[src/rtl/gc_pkg.sv]
// Shared types and constants for the greedy graph coloring block.
package gc_pkg;

  localparam int FIELD_W = 7;
  localparam int MAX_VERTICES_DEF = 64;
  localparam int QUEUE_DEPTH = 4;
  localparam logic [FIELD_W-1:0] VERTEX_COUNT_RESET = 7'd64;
  localparam logic FUNC_COLOR = 1'b1;

  typedef enum logic {
    CMD_EDGE,
    CMD_COLOR
  } gc_kind_t;

  typedef struct packed {
    gc_kind_t kind;
    logic [FIELD_W-1:0] first_idx;
    logic [FIELD_W-1:0] second_idx;
  } gc_cmd_t;

endpackage

[src/rtl/gc_front.sv]
// Command front end: accepts items, drops out-of-range edges and queues the rest.
module gc_front #(
  parameter int MAX_VERTICES = gc_pkg::MAX_VERTICES_DEF
) (
  input  logic                      clk,
  input  logic                      rst,
  input  logic                      start,
  input  logic                      func,
  input  logic [gc_pkg::FIELD_W-1:0] edge_first,
  input  logic [gc_pkg::FIELD_W-1:0] edge_second,
  output logic                      busy,
  output logic                      q_valid,
  output gc_pkg::gc_cmd_t           q_head,
  input  logic                      q_pop
);
  import gc_pkg::*;

  localparam int PW = $clog2(QUEUE_DEPTH);
  localparam int CNTW = $clog2(QUEUE_DEPTH + 1);
  localparam int CMPW = ($clog2(MAX_VERTICES + 1) > FIELD_W) ?
                        $clog2(MAX_VERTICES + 1) : FIELD_W;

  gc_cmd_t          queue_mem [QUEUE_DEPTH];
  logic [PW-1:0]    wr_ptr;
  logic [PW-1:0]    rd_ptr;
  logic [CNTW-1:0]  count;
  logic [CNTW-1:0]  count_next;
  logic             first_ok;
  logic             second_ok;
  logic             push;
  logic             pop_ok;
  gc_cmd_t          cmd;

  always_comb begin
    first_ok  = (edge_first != '0) && (CMPW'(edge_first) <= CMPW'(MAX_VERTICES));
    second_ok = (edge_second != '0) && (CMPW'(edge_second) <= CMPW'(MAX_VERTICES));
    cmd.kind       = (func == FUNC_COLOR) ? CMD_COLOR : CMD_EDGE;
    cmd.first_idx  = edge_first - FIELD_W'(1);
    cmd.second_idx = edge_second - FIELD_W'(1);
    busy   = (count == CNTW'(QUEUE_DEPTH));
    push   = start && !busy && ((func == FUNC_COLOR) || (first_ok && second_ok));
    pop_ok = q_pop && (count != '0);
    count_next = count + CNTW'(push) - CNTW'(pop_ok);
    q_valid = (count != '0);
    q_head  = queue_mem[rd_ptr];
  end

  always_ff @(posedge clk) begin
    if (rst) begin
      wr_ptr <= '0;
      rd_ptr <= '0;
      count  <= '0;
    end else begin
      if (push) begin
        wr_ptr <= wr_ptr + PW'(1);
      end
      if (pop_ok) begin
        rd_ptr <= rd_ptr + PW'(1);
      end
      count <= count_next;
    end
  end

  always_ff @(posedge clk) begin
    if (push) begin
      queue_mem[wr_ptr] <= cmd;
    end
  end

endmodule

[config.mk]
export PLATFORM = sky130hd
export DESIGN_NAME = gc_front
export DESIGN_NICKNAME = d
export VERILOG_FILES = /design/src/rtl/gc_pkg.sv /design/src/rtl/gc_front.sv
export SDC_FILE = /design/constraint.sdc
export NUM_CORES = 1
export LEC_CHECK = 0
export BUFFER_PORTS_ARGS = -buffer_cell sky130_fd_sc_hd__buf_2
export CAP_MARGIN = 20
export CORE_MARGIN = 2
export CORE_UTILIZATION = 50
export CTS_CLUSTER_DIAMETER = 150
export DETAILED_ROUTE_END_ITERATION = 10
export PLACE_DENSITY_LB_ADDON = 0.15
export REMOVE_ABC_BUFFERS = 1
export SKIP_LAST_GASP = 1
export SYNTH_ARGS = -nofsm -noshare
export SYNTH_HDL_FRONTEND = slang
export SYNTH_SLANG_ARGS = --single-unit
export TNS_END_PERCENT = 100
[constraint.sdc]
create_clock -name clk -period 2.6 [get_ports clk]
set_input_delay 0.26 -clock clk [delete_from_list [all_inputs] [get_ports clk]]
set_output_delay 0.26 -clock clk [all_outputs]
set_load 0.03 [all_outputs]
==> impl_summary.log <==
INFO  metric clkSinkCount = 69
INFO  metric clk_transition_reported_paths = 0.07 ns
INFO  metric drt-total-wl = 4.95 mm
INFO  metric vias = 1,491
INFO  metric port_buffers = 35
INFO  metric via_per_inst = 5.14
INFO  metric cp.required = 2.81 ns
INFO  metric die_width = 80.2 um
INFO  metric netlist_area = 2900 um2
INFO  metric synth_warnings = 0
INFO  metric drc_errors = 0
INFO  metric synthToLayoutAreaGrowth = 16.1%
INFO  metric worst_setup_path_startpoint = count[2]
INFO  metric yosys_most_used_dff = sky130_fd_sc_hd__edfxtp_1
INFO  metric power_leakage = 0.00123 uW
INFO  metric yosys-top-cells-area = sky130_fd_sc_hd__edfxtp_1 (62%), sky130_fd_sc_hd__mux4_2 (12%), sky130_fd_sc_hd__dfxtp_1 (6.2%)
INFO  metric setup.worst_path.start_class = flop
INFO  metric timing_worst_slew_pin_value = 0.603 ns
INFO  metric hold_path.startpoint = func
INFO  metric yosys_register_bits = 69
INFO  metric postRouteAntennaNets = 0
INFO  metric core_area = 5540 um2
INFO  metric grt_max_degree = 16
INFO  metric period_utilisation_layout = 0.953
INFO  metric timing.final.crit_period = 2.48 ns
INFO  metric yosys.area.top_type = sky130_fd_sc_hd__edfxtp_1
INFO  metric timing.final.max_slew_violations = 0
INFO  metric fmaxAchievable = 404 MHz
INFO  metric synth_area_per_cell = 17.8 um2
INFO  metric ys_types = 28
INFO  metric top_level_ports = 36
INFO  metric maxCapViolations = 0
INFO  metric cts_tree = yes
INFO  metric fp.dieArea = 6430 um2
INFO  metric timing.critical_path.fanout_max = 3
INFO  metric worstReg2RegStart = count[2]
INFO  metric syn-instance-count = 163
INFO  metric worst-endpoint-arrival = 2.69 ns
INFO  metric global_route_wire_length_before_repair = 8.22 mm
INFO  metric rsz0062_at_grt = false
INFO  metric outcome = complete, no violations
INFO  metric gp_routability_congestion = 0.734
INFO  metric clk_root_buffer_cell = sky130_fd_sc_hd__clkbuf_8
INFO  metric cts.path.max_buffers = 2
INFO  metric antenna-diode-count = 0
INFO  metric fill_cells = 442
INFO  metric end_kind = flop
INFO  metric fin_hold_ws = 0.158 ns
INFO  metric setup-violations-final = 0
INFO  metric yosysTopAreaCellShare = 0.621
INFO  metric slew_headroom = 0.595
INFO  metric cts_inserted_buffers = 9
INFO  metric timing_worst_setup_path_type = reg2reg
INFO  metric globalRoute.totalOverflow = 0
INFO  metric avgRoutedWirePerCell = 17.1 um
INFO  metric ys_seq_area_frac = 0.683
INFO  metric ir_worst_vdd = 0.431 mV
INFO  metric detailedPlacementHpwl = 3.36 mm
INFO  metric core.rowCount = 27
INFO  metric synth.top_cells.by_count = sky130_fd_sc_hd__edfxtp_1 (60), sky130_fd_sc_hd__mux4_2 (15), sky130_fd_sc_hd__inv_1 (11), sky130_fd_sc_hd__nor2_1 (11)
INFO  metric track_usage = 0.181
INFO  metric first_iter_violations = 97
INFO  metric design_power_total = 2990 uW
INFO  metric cts_max_level = 3
INFO  metric post-synth-top-count-cell = sky130_fd_sc_hd__edfxtp_1
INFO  metric power.density = 888 nW/um2
INFO  metric initial_utilization = 0.523
INFO  metric via_count_of_the_first_global_routing_pass = 1,645
INFO  metric clock_skew = 0.0106 ns
INFO  metric die_h = 80.2 um
INFO  metric finalHoldViolCount = 0
INFO  metric finish.net_count = 242
INFO  metric drtPass1Iterations = 4
INFO  metric drive_above_1_share = 0.376
INFO  metric worst_hold_path_type = in2reg
INFO  metric async_reset_ff_frac = 0
INFO  metric antenna_violations_before_repair = 0
INFO  metric synth_enable_flop_cells = 60
INFO  metric worst_skew_pair.late_latency = 0.33 ns
==> power breakdown <==
part | internal (uW) | switching (uW) | total [uW]
Sequential | 1330 | 60.3 | 1390
Combinational | 371 | 530 | 901
Clock | 339 | 365 | 705
Total | 2040 | 956 | 2990
==> critical path, cell delays in order, from the launching register on <==
cell and delay, ns:
sky130_fd_sc_hd__dfxtp_1 0.33, sky130_fd_sc_hd__nor3b_2 0.16, sky130_fd_sc_hd__and2b_1 0.27, sky130_fd_sc_hd__nand3b_4 0.11, sky130_fd_sc_hd__o21ai_4 0.14, sky130_fd_sc_hd__inv_1 0.06
sky130_fd_sc_hd__ha_1 0.28, sky130_fd_sc_hd__inv_1 0.05, sky130_fd_sc_hd__ha_1 0.13, sky130_fd_sc_hd__inv_1 0.05, sky130_fd_sc_hd__fa_1 0.37, sky130_fd_sc_hd__xor2_1 0.18
sky130_fd_sc_hd__xnor2_1 0.15, sky130_fd_sc_hd__nor2_1 0.07
==> cells by family (layout without fill, tap and decap cells) <==
logic type / after synthesis / count (layout) / share of synthesized area
compound gates: 2 / 2 / 0.00820
xor+xnor: 14 / 14 / 0.0423
flops: 69 / 69 / 0.683
fa+ha+maj: 10 / 10 / 0.0457
simple gates: 36 / 36 / 0.0751
buf+inv: 15 / 70 / 0.0203
mux: 17 / 17 / 0.125
==> repair_timing <==
action / CTS / global route
hold buffers: 0 / 0
resized for setup: 0 / 1
buffers inserted: 0 / 0
endpoints found under the setup margin: 0 / 1
==> path summary, 6_finish.rpt <==
kind	slack, ns	endpoint	cells past startpoint
min	0.16	queue_mem[3][14]	1
max reg2reg	0.12	count[2]	13
min reg2reg	0.53	wr_ptr[1]	2
max	0.12	count[2]	13
==> sequential cells by signal, indices dropped and copies added (netlist names), named ones only <==
register	flops
wr_ptr	2
count	3
queue_mem	60
rd_ptr	2
==> layout make-up <==
type | count | area, um2 | area share
clock inverter | 5 | 27.5 | 0.00817
inverter | 11 | 41.3 | 0.0123
tap | 72 | 90.1 | 0.0267
sequential | 69 | 1980 | 0.589
clock buffer | 11 | 131 | 0.0390
timing repair buffer | 43 | 235 | 0.0698
multi-input combinational | 79 | 860 | 0.255
==> layout by cell type (no fill, tap or decap), drive strengths merged <==
master	count
nor4	1
mux4	15
o21ai	1
clkinv	4
mux2	1
a21boi	1
edfxtp	60
nor2	11
and2b	1
nor3	3
nand3b	2
buf	43
ha	9
clkbuf	11
clkinvlp	1
and2	5
nand3	1
nor3b	1
dfxtp	9
mux2i	1
inv	11
nand2	7
fa	1
nor2b	1
or3	1
nand2b	2
xnor2	8
xor2	6
==> metrics by stage <==
step | instances | setup WS (ns) | TNS [ns] | utilization | area, um2
6_report | 290 | 0.123 | 0 | 0.608 | 3370
5_1_grt | 290 | 0.00337 | 0 | 0.608 | 3370
4_1_cts | 290 | 0.0686 | 0 | 0.608 | 3370
3_5_place_dp | 274 | -0.0805 | -0.0805 | 0.579 | 3210
3_3_place_gp | 274 | 0.0567 | 0 | 0.579 | 3210
2_1_floorplan | 159 | -0.0105 | -0.0105 | - | 2880
==> metal layers <==
metal	global-route usage	part of all wire
met5	0	0
met4	0.0949	0.024
met3	0.0393	0.043
met2	0.301	0.52
met1	0.222	0.42
(Power assumes the default switching activity.)
